File: config.mk
export PLATFORM = sky130hd
export DESIGN_NAME = stable_priority_queue_top
export DESIGN_NICKNAME = d
export VERILOG_FILES = /design/src/rtl/spq_pkg.sv /design/src/rtl/stable_priority_queue_top.sv
export SDC_FILE = /design/constraint.sdc
export NUM_CORES = 2
export LEC_CHECK = 0
export BUFFER_PORTS_ARGS = -buffer_cell sky130_fd_sc_hd__clkbuf_2
export CAP_MARGIN = 10
export CORE_ASPECT_RATIO = 1.5
export CORE_MARGIN = 5
export CORE_UTILIZATION = 52
export CTS_CLUSTER_DIAMETER = 30
export DETAILED_ROUTE_END_ITERATION = 8
export PLACE_DENSITY = 0.69
export SETUP_SLACK_MARGIN = 0.3
export SLEW_MARGIN = 20
export SYNTH_ARGS = -nofsm -noshare
export SYNTH_HDL_FRONTEND = slang
export SYNTH_SLANG_ARGS = --single-unit
File: constraint.sdc
create_clock -name clk -period 8 [get_ports clk]
set_input_delay 0.4 -clock clk [delete_from_list [all_inputs] [get_ports clk]]
set_output_delay 0.4 -clock clk [all_outputs]
set_load 0.005 [all_outputs]
File: src/rtl/spq_pkg.sv
// Package with the shared constants and record type of the stable priority queue.
`default_nettype none
package spq_pkg;

    localparam int CAPACITY = 16;
    localparam int ADDR_W   = $clog2(CAPACITY);
    localparam int OCC_W    = 5;
    localparam int CNT_W    = ($clog2(CAPACITY + 1) > OCC_W) ? $clog2(CAPACITY + 1) : OCC_W;

    localparam int PRIO_W   = 2;
    localparam int AGE_W    = 7;
    localparam int TAG_W    = 64;
    localparam int STATUS_W = 2;

    localparam int IN_DATA_W  = 80;
    localparam int OUT_DATA_W = 80;

    localparam logic OP_ENQ = 1'b0;
    localparam logic OP_DEQ = 1'b1;

    localparam logic [STATUS_W-1:0] STATUS_DONE  = 2'd0;
    localparam logic [STATUS_W-1:0] STATUS_EMPTY = 2'd1;
    localparam logic [STATUS_W-1:0] STATUS_FULL  = 2'd2;

    typedef struct packed {
        logic [TAG_W-1:0]  tag;
        logic [AGE_W-1:0]  age;
        logic [PRIO_W-1:0] prio;
    } record_t;

endpackage
`default_nettype wire

File: src/rtl/stable_priority_queue_top.sv
// Top level of the stable priority queue: sequencer around a simple dual-port record memory.
`default_nettype none
// Stable priority queue of up to CAPACITY records held in service order in one
// record memory with one read and one write port. An item is taken only while the
// sequencer is idle. A dequeue on an empty queue, a refused enqueue and an enqueue
// into an empty queue go from acceptance straight to the done state; an enqueue
// moves each record of lower priority one place back, also when it goes to the
// front, and a dequeue returns the head and moves every other record one place
// forward. Records move one per cycle through the memory port. A result waits in
// the output register until taken; the next item is accepted meanwhile.
module stable_priority_queue_top
    import spq_pkg::*;
(
    input  wire                          clk,
    input  wire                          rst_n,
    input  wire                          s_tvalid,
    output logic                         s_tready,
    // in_priority[1:0], in_age[8:2], in_tag[72:9], zero fill
    input  wire  [IN_DATA_W-1:0]         s_tdata,
    // operation[0]
    input  wire  [0:0]                   s_tuser,
    output logic                         m_tvalid,
    input  wire                          m_tready,
    // out_priority[1:0], out_age[8:2], out_tag[72:9], occupancy[77:73], zero fill
    output logic [OUT_DATA_W-1:0]        m_tdata,
    // status[1:0]
    output logic [STATUS_W-1:0]          m_tuser
);

    localparam logic [2:0] ST_IDLE     = 3'd0;
    localparam logic [2:0] ST_DEQ_RD   = 3'd1;
    localparam logic [2:0] ST_DEQ_WR   = 3'd2;
    localparam logic [2:0] ST_ENQ_RD   = 3'd3;
    localparam logic [2:0] ST_ENQ_CMP  = 3'd4;
    localparam logic [2:0] ST_ENQ_HEAD = 3'd5;
    localparam logic [2:0] ST_DONE     = 3'd6;

    record_t             mem [CAPACITY];
    record_t             rd_data_reg;
    logic [ADDR_W-1:0]   rd_addr;
    logic                wr_en;
    logic [ADDR_W-1:0]   wr_addr;
    record_t             wr_data;

    logic [2:0]          state_reg, state_next;
    logic [ADDR_W-1:0]   idx_reg, idx_next;
    logic [CNT_W-1:0]    count_reg, count_next;
    record_t             new_reg, new_next;
    logic [STATUS_W-1:0] res_status_reg, res_status_next;
    record_t             res_rec_reg, res_rec_next;

    logic                out_valid_reg;
    logic [STATUS_W-1:0] out_status_reg;
    record_t             out_rec_reg;
    logic [OCC_W-1:0]    out_occ_reg;
    logic                out_load;

    record_t             in_rec;
    logic                in_accept;

    assign in_rec    = record_t'(s_tdata[TAG_W+AGE_W+PRIO_W-1:0]);
    assign s_tready  = (state_reg == ST_IDLE);
    assign in_accept = s_tvalid && s_tready;
    assign out_load  = (state_reg == ST_DONE) && (!out_valid_reg || m_tready);

    always_ff @(posedge clk)
    begin
        if (wr_en)
        begin
            mem[wr_addr] <= wr_data;
        end
        rd_data_reg <= mem[rd_addr];
    end

    always_comb
    begin
        state_next      = state_reg;
        idx_next        = idx_reg;
        count_next      = count_reg;
        new_next        = new_reg;
        res_status_next = res_status_reg;
        res_rec_next    = res_rec_reg;
        rd_addr         = idx_reg;
        wr_en           = 1'b0;
        wr_addr         = idx_reg;
        wr_data         = new_reg;

        case (state_reg)
            ST_IDLE:
            begin
                if (in_accept)
                begin
                    new_next        = in_rec;
                    res_rec_next    = '0;
                    res_status_next = STATUS_DONE;
                    if (s_tuser[0] == OP_DEQ)
                    begin
                        if (count_reg == '0)
                        begin
                            res_status_next = STATUS_EMPTY;
                            state_next      = ST_DONE;
                        end
                        else
                        begin
                            idx_next   = '0;
                            state_next = ST_DEQ_RD;
                        end
                    end
                    else if (count_reg >= CNT_W'(CAPACITY))
                    begin
                        res_status_next = STATUS_FULL;
                        state_next      = ST_DONE;
                    end
                    else if (count_reg == '0)
                    begin
                        wr_en      = 1'b1;
                        wr_addr    = '0;
                        wr_data    = in_rec;
                        count_next = count_reg + 1'b1;
                        state_next = ST_DONE;
                    end
                    else
                    begin
                        idx_next   = ADDR_W'(count_reg - 1'b1);
                        state_next = ST_ENQ_RD;
                    end
                end
            end
            ST_DEQ_RD:
            begin
                rd_addr    = idx_reg;
                state_next = ST_DEQ_WR;
            end
            ST_DEQ_WR:
            begin
                rd_addr = idx_reg + 1'b1;
                if (idx_reg == '0)
                begin
                    res_rec_next = rd_data_reg;
                end
                else
                begin
                    wr_en   = 1'b1;
                    wr_addr = idx_reg - 1'b1;
                    wr_data = rd_data_reg;
                end
                if ((CNT_W'(idx_reg) + 1'b1) < count_reg)
                begin
                    idx_next = idx_reg + 1'b1;
                end
                else
                begin
                    count_next = count_reg - 1'b1;
                    state_next = ST_DONE;
                end
            end
            ST_ENQ_RD:
            begin
                rd_addr    = idx_reg;
                state_next = ST_ENQ_CMP;
            end
            ST_ENQ_CMP:
            begin
                rd_addr = idx_reg - 1'b1;
                wr_en   = 1'b1;
                wr_addr = idx_reg + 1'b1;
                if (rd_data_reg.prio >= new_reg.prio)
                begin
                    wr_data    = new_reg;
                    count_next = count_reg + 1'b1;
                    state_next = ST_DONE;
                end
                else
                begin
                    wr_data = rd_data_reg;
                    if (idx_reg == '0)
                    begin
                        state_next = ST_ENQ_HEAD;
                    end
                    else
                    begin
                        idx_next = idx_reg - 1'b1;
                    end
                end
            end
            ST_ENQ_HEAD:
            begin
                wr_en      = 1'b1;
                wr_addr    = '0;
                wr_data    = new_reg;
                count_next = count_reg + 1'b1;
                state_next = ST_DONE;
            end
            ST_DONE:
            begin
                if (out_load)
                begin
                    state_next = ST_IDLE;
                end
            end
            default:
            begin
                state_next = ST_IDLE;
            end
        endcase
    end

    always_ff @(posedge clk or negedge rst_n)
    begin
        if (!rst_n)
        begin
            state_reg     <= ST_IDLE;
            count_reg     <= '0;
            out_valid_reg <= 1'b0;
        end
        else
        begin
            state_reg <= state_next;
            count_reg <= count_next;
            if (out_load)
            begin
                out_valid_reg <= 1'b1;
            end
            else if (m_tready)
            begin
                out_valid_reg <= 1'b0;
            end
        end
    end

    always_ff @(posedge clk)
    begin
        idx_reg        <= idx_next;
        new_reg        <= new_next;
        res_status_reg <= res_status_next;
        res_rec_reg    <= res_rec_next;
        if (out_load)
        begin
            out_status_reg <= res_status_reg;
            out_rec_reg    <= res_rec_reg;
            out_occ_reg    <= count_reg[OCC_W-1:0];
        end
    end

    assign m_tvalid = out_valid_reg;
    assign m_tuser  = out_status_reg;
    assign m_tdata  = {{(OUT_DATA_W - OCC_W - TAG_W - AGE_W - PRIO_W){1'b0}},
                       out_occ_reg, out_rec_reg};

`ifndef SYNTHESIS
    a_count_bound: assert property (@(posedge clk) disable iff (!rst_n)
        count_reg <= CNT_W'(CAPACITY))
        else $error("record count exceeds capacity");

    a_full_only_at_capacity: assert property (@(posedge clk) disable iff (!rst_n)
        (state_reg == ST_DONE && res_status_reg == STATUS_FULL)
            |-> count_reg == CNT_W'(CAPACITY))
        else $error("full status while space is left");

    a_empty_only_when_empty: assert property (@(posedge clk) disable iff (!rst_n)
        (state_reg == ST_DONE && res_status_reg == STATUS_EMPTY) |-> count_reg == '0)
        else $error("empty status while records are held");

    a_done_holds_on_stall: assert property (@(posedge clk) disable iff (!rst_n)
        (state_reg == ST_DONE && out_valid_reg && !m_tready) |=> state_reg == ST_DONE)
        else $error("result overwrote an untaken output");
`endif

endmodule
`default_nettype wire
# == Word-level counts from Yosys, hierarchy flattened ==
# Memory sizes are Yosys's and may differ from the RTL's. A register that Yosys moved wholly into a read port is not among the register bits.
# Index checks and enable logic that the tools add are counted.
# totals
register_bits,241
latch_bits,0
mem_bits_rw,1168
romBits,0
in_bits,85
out_inout_bits,84
wordCells,116
mem_count,1
# mem_list
memory,depth,word_bits,read_ports,rd_ports_with_merged_regs,write_ports,line_no,source
mem,16,73,1,1,1,stable_priority_queue_top.sv:38,record_t mem [CAPACITY];
# classes
n_addsub,5
n_mul,0
div,0
magnitude_cmp,3
eq_ne,19
shifts,0
mux,55
n_bitwise,0
reduce_logical,17
# ops
cell,n
2-to-1 mux 73 bit,8
one-hot mux 73 bit (3 select lines),1
one-hot mux 73 bit (2 select lines),1
2-to-1 mux 4 bit,12
2-to-1 mux 5 bit,6
2-to-1 mux 3 bit,9
one-hot mux 3 bit (7 select lines),1
one-hot mux 5 bit (4 select lines),1
"inequality test 2 bit, second input constant",9
one-hot mux 4 bit (4 select lines),1
one-hot mux 4 bit (3 select lines),1
2-to-1 mux 1 bit,10
"equality test 3 bit, second input constant",3
one-hot mux 4 bit (2 select lines),1
AND reduction 7 bit,1
"equality test 3 x 2 -> 1 bit, second input constant",2
"inequality test 3 bit, second input constant",2
AND reduction 6 bit,1
"adder 4 x 1 -> 5 bit, second input constant",1
"adder 5 x 1 -> 5 bit, second input constant",1
">= comparator 5 bit, second input constant",1
logical NOT 5 bit,1
< comparator 5 bit,1
"subtractor 5 x 1 -> 5 bit, second input constant",1
19 further kinds,23

# == Depth between registers and ports, before layout ==
# depth
ltp_word,8
mapped_depth,11
depth_no_buf,9

# == Worst setup path before layout ==
# No wires, ideal clock.
# synth_timing
path_type,register -> register
from,register idx_reg[0]
to,"register res_rec_reg[0] in the netlist's numbering, enable pin"
setup_time_ns,0.605
arrival_ns,6.636
required_time_ns,7.395
setup_slack_ns,0.759
stages_incl_launch_ff,7
path_buffers,2
period_less_slack_ns,7.241
cell_sequence,edfxtp_1 -> clkbuf_1 -> inv_1 -> ha_1 -> or3b_2 -> clkbuf_1 -> o21ai_0
# synth_between
elab_chain_len,3
# synth_lines
item,line_no,source
from (decl),stable_priority_queue_top.sv:46,"logic [ADDR_W-1:0] idx_reg, idx_next;"
from (signal assigned),stable_priority_queue_top.sv:233,idx_reg <= idx_next;
logical NOT 4 bit,stable_priority_queue_top.sv:137,if (idx_reg == '0)
inequality test 2 bit (no line),n/a,
AND reduction 3 bit (no line),n/a,
to (signal assigned),stable_priority_queue_top.sv:236,res_rec_reg <= res_rec_next;
to (decl),stable_priority_queue_top.sv:50,"record_t res_rec_reg, res_rec_next;"
# Every way passes these cells.
# A chain may end at the register's enable or synchronous reset.

# == Worst setup path in the final report ==
# layout_timing
from,register idx_reg[0]
to,"memory mem[12][36] in the netlist's numbering, enable pin"
# layout_between
elab_chain_len,5
elab_cells_between_ends,13
cone_classes,2 x add/sub; 10 x mux; 1 x reduce/logical
# layout_lines
item,line_no
branches (longest 5 deep; another with subtractor 4 x 1 -> 4 bit),n/a
to (decl),stable_priority_queue_top.sv:38
# Several ways; the timed one is not identified.

==> flow_summary_export.csv <==
group,metric,value,unit
global_routing,grt_pass1_wl,185000,µm
die,die_h,409,µm
global_routing,grt_max_degree,169,
die,fp.dieArea,113000,µm²
detailed_routing,dr.pass1.iters,7,
finish,layout_common_cells,"edfxtp_1 (1400), mux4_2 (292), clkbuf_16 (177), clkbuf_2 (159), a22oi_1 (150)",
setup_path,path_delay_family,"simple AND/OR/NAND/NOR gates",
finish,layout_commonest_cell,"edfxtp_1",
global_routing,antenna_found_initial,4,
die,start_util,52.3,%
finish,final_cell_count_no_fill,4427,
clocking,cts_made_buffers,170,
sta,layout_setup_ws,3.18,ns
power_and_ir_drop,switching_power,11000,µW
logic_synthesis,avgSynthCellArea,21.6,µm²
logic_synthesis,ys_seq_elements,1482,
finish,regMostFlops,"mem",
die,die_x,276,µm
logic_synthesis,synth-async-reset-ratio,0.607,%
detailed_routing,wire_per_inst,28.2,µm
min_path,min_to,"res_status_reg[0]",
power_and_ir_drop,pwr-share-seq,38.8,%
global_routing,grt_pass1_vias,28394,
setup_path,rr_startpoint,"idx_reg[0]",
clocking,cts_tree,"yes",
detailed_routing,routed_wl,125000,µm
setup_path,slowest_stage,"nor2_4",
clocking,insertion_delay,0.77,ns
logic_synthesis,synth.distinct_cells,61,
logic_synthesis,netlist_area,55100,µm²
clocking,post_cts_buffers,0,
finish,syn2layout_area_growth,16.9,%
die,io_pins,169,
global_routing,track_usage,22.3,%
setup_path,cp_cell_sequence,"inv_1 -> ha_1 -> nor3b_1 -> mux2i_1 -> a22oi_1 -> nand3b_1 -> or2_2 -> nor2_4 -> buf_4",
sta,finClkSkew,0.0242,ns
finish,fin_nets,2968,
power_and_ir_drop,p_per_area,504,nW/µm²
logic_synthesis,synthCells,2549,
placement,hpwl,61300,µm
detailed_routing,vias,26843,
sta,relSlewSlack,16.6,%
die,rows,146,
sta,rsz0062_at_grt,"false",
placement,io_buffers,159,
setup_path,cp-start-kind,"register",
power_and_ir_drop,switching_share,33.8,%
setup_path,slowest_delay,0.86,ns
detailed_routing,viasPerCell,6.06,
setup_path,path_buf_inv,2,
finish,layout-drive-gt1-share,27.6,%
placement,gp_congestion,0.773,
clocking,ctsResizeCount,0,
detailed_routing,route.detailed.drc,0,
clocking,htree_levels,4,
placement,dpl_cell_area,57800,µm²
global_routing,gr-total-overflow,0,
sta,fmax,208,MHz
sta,worstMarginPinSlew,1.25,ns
logic_synthesis,synth_top_area_share,76.3,%
status,outcome,"complete, no violations",
finish,fin_area,64400,µm²
sta,drv_slew,0,
logic_synthesis,ys_seq_area_share,79.4,%
min_path,worstHoldStart,"s_tuser",
power_and_ir_drop,pwr-share-clk,24.3,%
placement,pre_cts_ws,3.26,ns
logic_synthesis,yosysTopAreaCell,"edfxtp_1",
clocking,clock_path_buffers,3,
clocking,clkTransAtPathRegs,0.05,ns
setup_path,r2r_slack,3.18,ns
sta,fin_setup_tns,0,ns
sta,fin_crit_sh,60.2,%
logic_synthesis,synthTopCellsByArea,"edfxtp_1 (76%), mux4_2 (12%), dfxtp_1 (2.7%), a22oi_1 (2.0%), a222oi_1 (1.3%)",
setup_path,critPathCaptureType,"register",
setup_path,arrival,5.20,ns
clocking,cts_root_buf,"clkbuf_16",
setup_path,crit_type,"register to register",
placement,dpl.cell_count,4028,
die,core_area,105000,µm²
setup_path,worstPathRequired,8.39,ns
power_and_ir_drop,p_int,21500,µW
power_and_ir_drop,p_leak,0.0214,µW
logic_synthesis,yosys_most_used_dff,"edfxtp_1",
min_path,hold_path_depth,2,
sta,setup_viol,0,
logic_synthesis,ys.warnings.count,0,
power_and_ir_drop,peakVddDrop,1.22,mV
clocking,clock-sinks,1482,
detailed_routing,drtIter0Drc,3297,
flow_run,max_cap_violations,0,
min_path,hold_class,"input pin to register",
sta,hold_violations,0,
setup_path,worstReg2RegEnd,"mem[12][36]",
power_and_ir_drop,power,32500,µW
power_and_ir_drop,p_comb_share,37.0,%
finish,largest_register_ffs,1168,
logic_synthesis,synth_edf_count,1400,
setup_path,worst-r2r-cell-count,9,
setup_path,cp_max_fo,31,
detailed_routing,ant_nets,0,
sta,min_period,4.82,ns
[cell families (layout without fill, tap and decap cells)]
kind of cell	Yosys count	in the layout	synth area share, %
AO/OA/AOI/OAI	283	283	4.09
XOR/XNOR	12	12	0.191
adder cells (fa/ha/maj)	12	12	0.273
buffers and inverters	224	692	1.82
flip-flops	1482	1482	79.4
multiplexers	294	294	12.0
other	1	5	0.00681
AND/OR/NAND/NOR	241	241	2.27
[layout make-up]
type                            instances  area (µm²)
Tap cell                             1406        1760
Timing Repair Buffer                  289        2180
Antenna cell                            3        7.51
Clock buffer                          198        4560
Inverter                               84         318
Fill cell                            7166       41000
Clock inverter                        121        1310
Multi-Input combinational cell        844       10600
Sequential cell                      1482       43700
[synth_stat cells, types with 3 or more instances]
cell type  number
edfxtp_1     1400
mux4_2        292
a22oi_1       150
nand2_1        94
inv_1          84
and2_1         73
dfxtp_1        73
a222oi_1       72
clkbuf_1       64
buf_2          49
nor2_1         26
buf_4          19
a21oi_1        15
o21ai_0        13
ha_1           12
xnor2_1        10
dfrtp_1         9
nand2b_1        6
nor3_1          6
nand3_1         5
nor2b_1         5
buf_1           4
buf_6           4
nor3b_1         4
a21o_1          3
nand3b_1        3
o21a_1          3
[stage by stage]
step	hold WS, ns	utilization (%)
6_report	0.0756	61.1
2_1_floorplan	0.104	-
3_5_place_dp	0.269	54.8
3_3_place_gp	0.265	54.7
5_1_grt	0.0333	61.1
4_1_cts	0.00524	61.1
[power groups by stage]
stage	registers, µW	logic (µW)	clock network (µW)
detailed placement	12700	12000	0
global placement	12600	11600	0
global route	12700	12900	8350
finish	12600	12000	7880
CTS	12600	12100	7990
floorplan	12600	8650	0
[worst register-to-register path, cell delays in order (launching register included)]
cell      delay [ns]
edfxtp_1        0.58
inv_1           0.14
ha_1            0.31
nor3b_1         0.76
mux2i_1         0.22
a22oi_1         0.28
nand3b_1        0.13
or2_2           0.40
nor2_4          0.86
buf_4           0.73
[worst max path at each step]
stage,from,to,slack [ns],cells past startpoint
6_report,idx_reg[0],mem[12][36],3.18,9
5_1_grt,idx_reg[0],mem[12][36],2.98,9
4_1_cts,idx_reg[0],mem[12][56],3.18,9
3_5_place_dp,idx_reg[0],mem[12][40],3.26,9
3_3_place_gp,idx_reg[0],mem[15][4],3.20,9
2_1_floorplan,idx_reg[0],res_rec_reg[0],0.76,6
[repair_timing]
action	CTS	global route
hold endpoints to repair	83	0
setup endpoints to repair	0	0
hold buffers	76	0
[metal layers]
metal,up-vias,GRT usage (%),share of wire (%)
met1,14060,29.4,37
met4,0,5.62,2.1
li1,11311,-,-
met2,1288,38.5,52
met3,184,4.69,8.8
met5,-,0,0
Power figures use the tool's default switching activity.
